## src/rtl/core/txs_pkg.sv

```systemverilog
`timescale 1ns / 1ps
`default_nettype none
// ----------------------------------------------------------------------------
// txs_pkg
// Shared types and constants for the mapper 118 bank and IRQ block.
// ----------------------------------------------------------------------------
package txs_pkg;
    localparam int unsigned CFG_WIDTH = 8;
    localparam int unsigned CFG_INDEX_WIDTH = 1;
    localparam logic [CFG_INDEX_WIDTH-1:0] CFG_PRG_COUNT = 1'b0;
    localparam logic [CFG_INDEX_WIDTH-1:0] CFG_CHR_COUNT = 1'b1;

    localparam logic [15:0] ADDR_MASK      = 16'hE001;
    localparam logic [15:0] ADDR_BANK_SEL  = 16'h8000;
    localparam logic [15:0] ADDR_BANK_DATA = 16'h8001;
    localparam logic [15:0] ADDR_IRQ_LATCH = 16'hC000;
    localparam logic [15:0] ADDR_IRQ_RELOAD = 16'hC001;
    localparam logic [15:0] ADDR_IRQ_OFF   = 16'hE000;
    localparam logic [15:0] ADDR_IRQ_ON    = 16'hE001;
    localparam logic [8:0]  LAST_VISIBLE   = 9'd239;

    localparam logic REQ_WRITE = 1'b0;
    localparam logic REQ_TICK  = 1'b1;

    typedef struct packed {
        logic        req_type;
        logic [15:0] cpu_address;
        logic [7:0]  write_data;
        logic [8:0]  scanline;
        logic        rendering_enabled;
    } t_req;

    typedef struct packed {
        logic [35:0] prg_page_map;
        logic [43:0] chr_page_map_low;
        logic [43:0] chr_page_map_high;
        logic        mirror_mode;
        logic        irq_request;
    } t_rsp;
endpackage
`default_nettype wire

```

## src/rtl/core/txs_req_if.sv

```systemverilog
`timescale 1ns / 1ps
`default_nettype none
// ----------------------------------------------------------------------------
// txs_req_if
// Valid/ready channel carrying one mapper request transaction.
// ----------------------------------------------------------------------------
interface txs_req_if import txs_pkg::*; ();
    logic valid;
    logic ready;
    t_req data;
    modport source (output valid, output data, input ready);
    modport sink (input valid, input data, output ready);
endinterface
`default_nettype wire

```

## src/rtl/core/txs_rsp_if.sv

```systemverilog
`timescale 1ns / 1ps
`default_nettype none
// ----------------------------------------------------------------------------
// txs_rsp_if
// Valid/ready channel carrying one resolved page map transaction.
// ----------------------------------------------------------------------------
interface txs_rsp_if import txs_pkg::*; ();
    logic valid;
    logic ready;
    t_rsp data;
    modport source (output valid, output data, input ready);
    modport sink (input valid, input data, output ready);
endinterface
`default_nettype wire

```

## src/rtl/core/nes_txsrom_bank_irq_mapper.sv

```systemverilog
`timescale 1ns / 1ps
`default_nettype none
// ----------------------------------------------------------------------------
// nes_txsrom_bank_irq_mapper
// Mapper 118 register file, scanline IRQ counter and page map resolver.
// ----------------------------------------------------------------------------
// channel  | dir | payload
// i_req    | in  | req_type, cpu_address, write_data, scanline, rendering_enabled
// o_rsp    | out | prg_page_map, chr_page_map_low/high, mirror_mode, irq_request
// cfg      | in  | i_cfg_we, i_cfg_index, i_cfg_data
//
// One transaction: the update at the accepting edge, then 10 bank reductions
// through one shared restoring-remainder unit (a load step, then one step per
// dividend bit each), then the ST_DONE output step. No new request is taken
// until the whole transaction is through.
// The remainder unit is the bottleneck. Synchronous active-low reset.
// Input is not taken while a result waits in the output register.
// ----------------------------------------------------------------------------
module nes_txsrom_bank_irq_mapper import txs_pkg::*; (
    input  wire logic                       i_clk,
    input  wire logic                       i_rst_n,
    input  wire logic                       i_cfg_we,
    input  wire logic [CFG_INDEX_WIDTH-1:0] i_cfg_index,
    input  wire logic [CFG_WIDTH-1:0]       i_cfg_data,
    txs_req_if.sink                         i_req,
    txs_rsp_if.source                       o_rsp
);
    typedef enum logic [1:0] {ST_IDLE, ST_LOAD, ST_DIV, ST_DONE} t_state;

    t_state      r_state;
    logic [7:0]  r_cfg_prg, r_cfg_chr;
    logic [7:0]  r_bank_select, r_prg_first, r_prg_second, r_irq_counter, r_irq_reload;
    logic [7:0]  r_chr [8];
    logic        r_irq_en, r_mirror, r_irq;
    logic [3:0]  r_job;
    logic [2:0]  r_bit;
    logic [7:0]  r_dividend;
    logic [10:0] r_rem;
    logic [10:0] r_res [10];
    logic        r_out_valid;
    t_rsp        r_out;

    t_req        w_req;
    logic [15:0] w_dec;
    logic [2:0]  w_sel;
    logic [7:0]  w_pair;
    logic [10:0] w_div, w_shift, w_sub;
    logic [8:0]  w_p;
    logic [10:0] w_c;
    logic [7:0]  w_src;
    logic [2:0]  w_entry;

    assign w_req = i_req.data;
    assign w_dec = w_req.cpu_address & ADDR_MASK;
    assign w_sel = r_bank_select[2:0];
    assign w_pair = w_req.write_data & 8'hFE;
    assign w_p = {r_cfg_prg, 1'b0};
    assign w_c = {r_cfg_chr, 3'b000};
    assign i_req.ready = (r_state == ST_IDLE) && !r_out_valid;
    assign o_rsp.valid = r_out_valid;
    assign o_rsp.data = r_out;

    // jobs 0,1: PRG first/second; jobs 2..9: CHR slots 0..7
    always_comb begin
        w_entry = r_job[2:0] - 3'd2;
        if (r_bank_select[7]) begin
            w_entry = w_entry ^ 3'd4;
        end
        case (r_job)
            4'd0:    w_src = r_prg_first;
            4'd1:    w_src = r_prg_second;
            default: w_src = r_chr[w_entry];
        endcase
        w_div = (r_job < 4'd2) ? {2'b00, w_p} : w_c;
        w_shift = {r_rem[9:0], r_dividend[7]};
        w_sub = w_shift - w_div;
    end

    always_ff @(posedge i_clk) begin
        if (!i_rst_n) begin
            r_state <= ST_IDLE;
            r_cfg_prg <= 8'd2;
            r_cfg_chr <= 8'd0;
            r_bank_select <= 8'd0;
            r_prg_first <= 8'd0;
            r_prg_second <= 8'd1;
            for (int i = 0; i < 8; i++) begin
                r_chr[i] <= 8'(i);
            end
            r_irq_en <= 1'b0;
            r_irq_counter <= 8'd0;
            r_irq_reload <= 8'd0;
            r_mirror <= 1'b0;
            r_irq <= 1'b0;
            r_out_valid <= 1'b0;
            r_job <= 4'd0;
            r_bit <= 3'd0;
        end else begin
            if (i_cfg_we) begin
                if (i_cfg_index == CFG_PRG_COUNT) begin
                    r_cfg_prg <= i_cfg_data;
                end else begin
                    r_cfg_chr <= i_cfg_data;
                end
            end
            if (o_rsp.valid && o_rsp.ready) begin
                r_out_valid <= 1'b0;
            end
            case (r_state)
                ST_IDLE: begin
                    if (i_req.valid && i_req.ready) begin
                        r_irq <= 1'b0;
                        r_job <= 4'd0;
                        r_state <= ST_LOAD;
                        if (w_req.req_type == REQ_WRITE) begin
                            case (w_dec)
                                ADDR_BANK_SEL: r_bank_select <= w_req.write_data;
                                ADDR_BANK_DATA: begin
                                    if (w_sel < 3'd6) begin
                                        r_mirror <= ~w_req.write_data[7];
                                    end
                                    if (w_sel < 3'd2) begin
                                        if (r_cfg_chr != 8'd0) begin
                                            r_chr[{1'b0, w_sel[0], 1'b0}] <= w_pair;
                                            r_chr[{1'b0, w_sel[0], 1'b1}] <= w_pair + 8'd1;
                                        end
                                    end else if (w_sel < 3'd6) begin
                                        if (r_cfg_chr != 8'd0) begin
                                            r_chr[w_sel + 3'd2] <= w_req.write_data;
                                        end
                                    end else if (w_sel == 3'd6) begin
                                        r_prg_first <= w_req.write_data;
                                    end else begin
                                        r_prg_second <= w_req.write_data;
                                    end
                                end
                                ADDR_IRQ_LATCH: r_irq_counter <= w_req.write_data;
                                ADDR_IRQ_RELOAD: r_irq_reload <= w_req.write_data;
                                ADDR_IRQ_OFF: r_irq_en <= 1'b0;
                                ADDR_IRQ_ON: r_irq_en <= 1'b1;
                                default: ;
                            endcase
                        end else if (r_irq_en && w_req.scanline <= LAST_VISIBLE
                                     && w_req.rendering_enabled) begin
                            if (r_irq_counter == 8'd0) begin
                                r_irq_counter <= r_irq_reload;
                                r_irq <= 1'b1;
                            end else begin
                                r_irq_counter <= r_irq_counter - 8'd1;
                            end
                        end
                    end
                end
                ST_LOAD: begin
                    r_dividend <= w_src;
                    r_rem <= 11'd0;
                    r_bit <= 3'd0;
                    r_state <= ST_DIV;
                end
                ST_DIV: begin
                    r_dividend <= {r_dividend[6:0], 1'b0};
                    r_rem <= (w_shift >= w_div) ? w_sub : w_shift;
                    r_bit <= r_bit + 3'd1;
                    if (r_bit == 3'd7) begin
                        r_res[r_job] <= (w_shift >= w_div) ? w_sub : w_shift;
                        if (r_job == 4'd9) begin
                            r_state <= ST_DONE;
                        end else begin
                            r_job <= r_job + 4'd1;
                            r_state <= ST_LOAD;
                        end
                    end
                end
                ST_DONE: begin
                    r_out_valid <= 1'b1;
                    r_out.mirror_mode <= r_mirror;
                    r_out.irq_request <= r_irq;
                    if (w_p == 9'd0) begin
                        r_out.prg_page_map <= 36'd0;
                    end else if (r_bank_select[6]) begin
                        r_out.prg_page_map <= {w_p - 9'd1, r_res[0][8:0],
                                               r_res[1][8:0], w_p - 9'd2};
                    end else begin
                        r_out.prg_page_map <= {w_p - 9'd1, w_p - 9'd2,
                                               r_res[1][8:0], r_res[0][8:0]};
                    end
                    if (w_c == 11'd0) begin
                        r_out.chr_page_map_low <= 44'd0;
                        r_out.chr_page_map_high <= 44'd0;
                    end else begin
                        r_out.chr_page_map_low <= {r_res[5], r_res[4], r_res[3], r_res[2]};
                        r_out.chr_page_map_high <= {r_res[9], r_res[8], r_res[7], r_res[6]};
                    end
                    r_state <= ST_IDLE;
                end
                default: r_state <= ST_IDLE;
            endcase
        end
    end
endmodule
`default_nettype wire

```

## src/flat_wrapper.sv

```systemverilog
// flat-port wrapper written by rule: the top's interface ports become plain ports
module nes_txsrom_bank_irq_mapper_flat import txs_pkg::*;
  (i_clk, i_rst_n, i_cfg_we, i_cfg_index, i_cfg_data, i_req_valid, i_req_data, i_req_ready, o_rsp_valid, o_rsp_data, o_rsp_ready);
  txs_req_if i_req_i ();
  txs_rsp_if o_rsp_i ();
  input  wire logic i_clk;
  input  wire logic i_rst_n;
  input  wire logic i_cfg_we;
  input  wire logic [CFG_INDEX_WIDTH-1:0] i_cfg_index;
  input  wire logic [CFG_WIDTH-1:0] i_cfg_data;
  input wire logic [$bits(i_req_i.valid)-1:0] i_req_valid;
  input wire logic [$bits(i_req_i.data)-1:0] i_req_data;
  output wire logic [$bits(i_req_i.ready)-1:0] i_req_ready;
  output wire logic [$bits(o_rsp_i.valid)-1:0] o_rsp_valid;
  output wire logic [$bits(o_rsp_i.data)-1:0] o_rsp_data;
  input wire logic [$bits(o_rsp_i.ready)-1:0] o_rsp_ready;
  assign i_req_i.valid = i_req_valid;
  assign i_req_i.data = i_req_data;
  assign i_req_ready = i_req_i.ready;
  assign o_rsp_valid = o_rsp_i.valid;
  assign o_rsp_data = o_rsp_i.data;
  assign o_rsp_i.ready = o_rsp_ready;
  nes_txsrom_bank_irq_mapper u_core (.i_clk(i_clk), .i_rst_n(i_rst_n), .i_cfg_we(i_cfg_we), .i_cfg_index(i_cfg_index), .i_cfg_data(i_cfg_data), .i_req(i_req_i), .o_rsp(o_rsp_i));
endmodule
```

## config.mk

```make
export PLATFORM = sky130hd
export DESIGN_NAME = nes_txsrom_bank_irq_mapper_flat
export DESIGN_NICKNAME = d
export VERILOG_FILES = /design/src/rtl/core/txs_pkg.sv /design/src/rtl/core/txs_req_if.sv /design/src/rtl/core/txs_rsp_if.sv /design/src/rtl/core/nes_txsrom_bank_irq_mapper.sv /design/src/flat_wrapper.sv
export SDC_FILE = /design/constraint.sdc
export NUM_CORES = 1
export LEC_CHECK = 0
export ABC_AREA = 1
export BUFFER_PORTS_ARGS = -buffer_cell sky130_fd_sc_hd__buf_2
export CAP_MARGIN = 10
export CORE_ASPECT_RATIO = 0.75
export CORE_MARGIN = 1.5
export CORE_UTILIZATION = 47
export CTS_CLUSTER_DIAMETER = 100
export DETAILED_ROUTE_END_ITERATION = 12
export PLACE_DENSITY = 0.71
export SLEW_MARGIN = 20
export SYNTH_ARGS = -nofsm -noshare
export SYNTH_HDL_FRONTEND = slang
export SYNTH_SLANG_ARGS = --single-unit
```

## constraint.sdc

```tcl
create_clock -name i_clk -period 5.55 [get_ports i_clk]
set_clock_uncertainty 0.15 [all_clocks]
set_input_delay 1.11 -clock i_clk [delete_from_list [all_inputs] [get_ports i_clk]]
set_output_delay 1.11 -clock i_clk [all_outputs]
set_load 0.02 [all_outputs]
```

==> out/metrics.yaml <==
met3_usage_pct: 3.21
async_flop_share_pct: 0
synth_area_leader_cell: "edfxtp_1"
total_power_uw: 7210
top_level_ports: 177
critPathSlowestCell: "nor2_1"
synth-edff-count: 314
wl_um: 37400
hold_path.class: "flip-flop to flip-flop"
portBuffers: 160
fin_cells: 2169
p_clk_share_pct: 35.5
drt-initial-drc-count: 1099
coreArea_um2: 33500
yosysTopAreaCellShare_pct: 59.0
area_growth_pct: 15.6
post-place-cells: 2097
gr-usage-all-layers_pct: 21.2
vdd_drop_max_uv: 209
htreeDepth: 2
crit_top_cell: "inv_1"
start_util_pct: 47.7
rsz0062_at_grt: "no"
cp.required_ns: 5.63
synth.avg_cell_area_um2: 10.5
p_leak_uw: 0.00771
worstSetupStartpoint: "u_core.r_job[3]"
maxCapViolCount: 0
r2r-start: "u_core.r_job[3]"
cp_cell_sequence: "nor2_1 -> inv_1 -> nor2_1 -> inv_1 -> nor2_1 -> ha_1 -> inv_1 -> fa_1 -> nand3_2 -> nand4_1 -> nand2_1 -> nand2_1 -> inv_1"
netlist_area_um2: 16000
cts_made_buffers: 39
vias: 10800
grt_max_degree: 89
use_met1_pct: 31.0
cts_buffer_depth: 3
pwr-share-seq_pct: 48.0
nNetsFinal: 1762
gp_congestion: 0.901
ys_seq_area_share_pct: 67.3
switching_share_pct: 28.6
post-dp-hpwl_um: 25400
antenna_cells: 0
p_comb_share_pct: 16.4
slew_viol_final: 0
firstDrtPassIters: 5
fill_cells: 2880
met2_usage_pct: 32.5
grt_overflow_total: 0
cp_data_arrival_time_ns: 4.50
crit_family: "simple AND/OR/NAND/NOR gates"
clock-sinks: 380
yosys_warnings: 0
slowest_delay_ns: 0.75
busiest_layer: "met2"
cts_hold_buf: 0
cts_resized: 0
p_int_uw: 5150
drc: 0
holdCritStartpoint: "u_core.r_mirror"
drive_above_1_share_pct: 15.1
power.density_nw_per_um2: 391
ys_ff_latch: 380
start_kind: "flip-flop"
grt_pass1_wl_um: 57000
die_x_um: 216
fp.dieH_um: 163
post-route-period-util_pct: 79.7
slew_headroom_pct: 33.5
grt_pass1_vias: 10300
clock_latency_ns: 0.54
clock-root-buffer: "clkbuf_16"
ant_nets: 0
ys.flop_type: "edfxtp_1"
ys_top_cells_by_area: "edfxtp_1 59%, dfxtp_1 8.3%, nor2_1 7.4%, inv_1 5.6%, nand2_1 4.9%"
period_minus_slack_ns: 4.42
routedWlPerCell_um: 17.2
via_per_inst: 5.00
finalHoldViolCount: 0
status: "finished clean"
antenna_found_initial: 0
end_kind: "flip-flop"
setup_viol: 0
p_sw_uw: 2060
cts_tree: "done"
fp.dieArea_um2: 35100
timing.fmax_ghz: 0.226
cts.clk_slew.worst_paths_ns: 0.06
post_cts_buffers: 0
synth.distinct_cells: 42
crit_fanout: 14
tightest_slew_ns: 0.994
syn_inst: 1517
path_buf_inv: 4
crit_type: "flip-flop to flip-flop"
fin_tns_setup_ns: 0
num_rows: 58
==> state kept, by name (all words and copies together), names as in the netlist <==
register,flops
o_rsp_data,88
u_core.o_rsp.data,38
u_core.o_rsp.valid,1
u_core.r_bank_select,5
u_core.r_bit,3
u_core.r_cfg_chr,8
u_core.r_cfg_prg,8
u_core.r_chr,64
u_core.r_dividend,8
u_core.r_irq,1
u_core.r_irq_counter,8
u_core.r_irq_en,1
u_core.r_irq_reload,8
u_core.r_job,4
u_core.r_mirror,1
u_core.r_prg_first,8
u_core.r_prg_second,8
u_core.r_rem,10
u_core.r_res,106
u_core.r_state,2
==> kinds of logic (layout without fill, tap and decap cells) <==
family | after synthesis | count (layout) | share of synthesized area (%)
simple gates | 614 | 614 | 16.3
flops | 380 | 380 | 67.3
buf+inv | 294 | 494 | 7.35
compound gates | 189 | 189 | 6.32
fa+ha+maj | 25 | 25 | 2.01
xor+xnor | 13 | 13 | 0.713
other cells | 2 | 4 | 0.0470
==> metal layers <==
metal / up-vias / part of all wire, %
met5: - / 0
met4: 0 / 3.1
met3: 68 / 6.7
met2: 346 / 44
met1: 5098 / 46
li1: 5323 / -
==> cells in the final DEF, fill, tap and decap left out, types with 2 or more instances in the layout <==
cell type / count
nand2_2: 3
nand4_2: 2
o22ai_1: 20
nand2_1: 207
a211oi_1: 9
clkinv_1: 15
nand3_2: 2
clkbuf_16: 40
ha_1: 24
buf_2: 160
nand3_4: 3
nor2_4: 4
dfxtp_1: 66
buf_4: 13
nand4_1: 17
inv_2: 4
a21oi_1: 64
conb_1: 4
o211ai_1: 3
xnor2_1: 4
nor2_1: 315
clkinv_2: 7
o21ai_0: 89
nand3b_1: 4
nand3_1: 34
nor2_2: 5
clkbuf_1: 8
nand2_4: 2
inv_6: 3
edfxtp_1: 314
nor3_1: 12
bufinv_16: 3
inv_1: 236
xor2_1: 9
==> cell usage after synthesis (2+ instances only) <==
master	count
nand4_1	17
nand2_4	2
a211oi_1	9
o211ai_1	3
a21oi_1	64
clkbuf_1	15
nor3_1	12
nand3_4	3
buf_1	2
xor2_1	9
nor2_4	4
dfxtp_1	66
buf_2	20
inv_1	237
nand4_2	2
nor2_1	315
o22ai_1	20
clkinv_1	7
nand3b_1	4
nor2_2	5
conb_1	2
nand2_2	3
clkbuf_2	3
buf_6	5
inv_2	4
nand3_2	2
edfxtp_1	314
nand3_1	34
o21ai_0	89
nand2_1	207
ha_1	24
xnor2_1	4
==> final timing paths <==
check	end	slack, ns	depth (start not counted)
worst max-delay path	u_core.r_res[1][7]	1.13	13
worst min-delay path	u_core.o_rsp.data[1]	0.29	0
worst max register to register	u_core.r_res[1][7]	1.13	13
worst min register to register	u_core.o_rsp.data[1]	0.29	0
==> power by group through the flow <==
stage	clock [uW]	sequential [uW]	combinational, uW
2_1_floorplan	0	3540	723
3_3_place_gp	0	3520	1160
3_5_place_dp	0	3520	1190
4_1_cts	2600	3460	1190
5_1_grt	2710	3470	1320
6_report	2560	3460	1180
==> cell type report <==
cell class	count	area, um^2	share of cell area (%)
Clock buffer	48	1030	5.58
Clock inverter	24	214	1.16
Inverter	248	933	5.06
Multi-Input combinational cell	845	4050	22.0
Sequential cell	380	10800	58.2
Tap cell	450	563	3.05
Timing Repair Buffer	174	918	4.97
==> metrics by stage <==
stage	cell area, um^2	setup slack [ns]	hold slack, ns	utilization (%)
2_1_floorplan	16000	0.958	0.253	-
3_3_place_gp	17200	1.25	0.277	51.5
3_5_place_dp	17200	1.11	0.274	51.5
4_1_cts	18500	1.06	0.296	55.2
5_1_grt	18500	0.815	0.312	55.2
6_report	18500	1.13	0.290	55.2
Note: power is estimated with default switching activity, not from simulation.
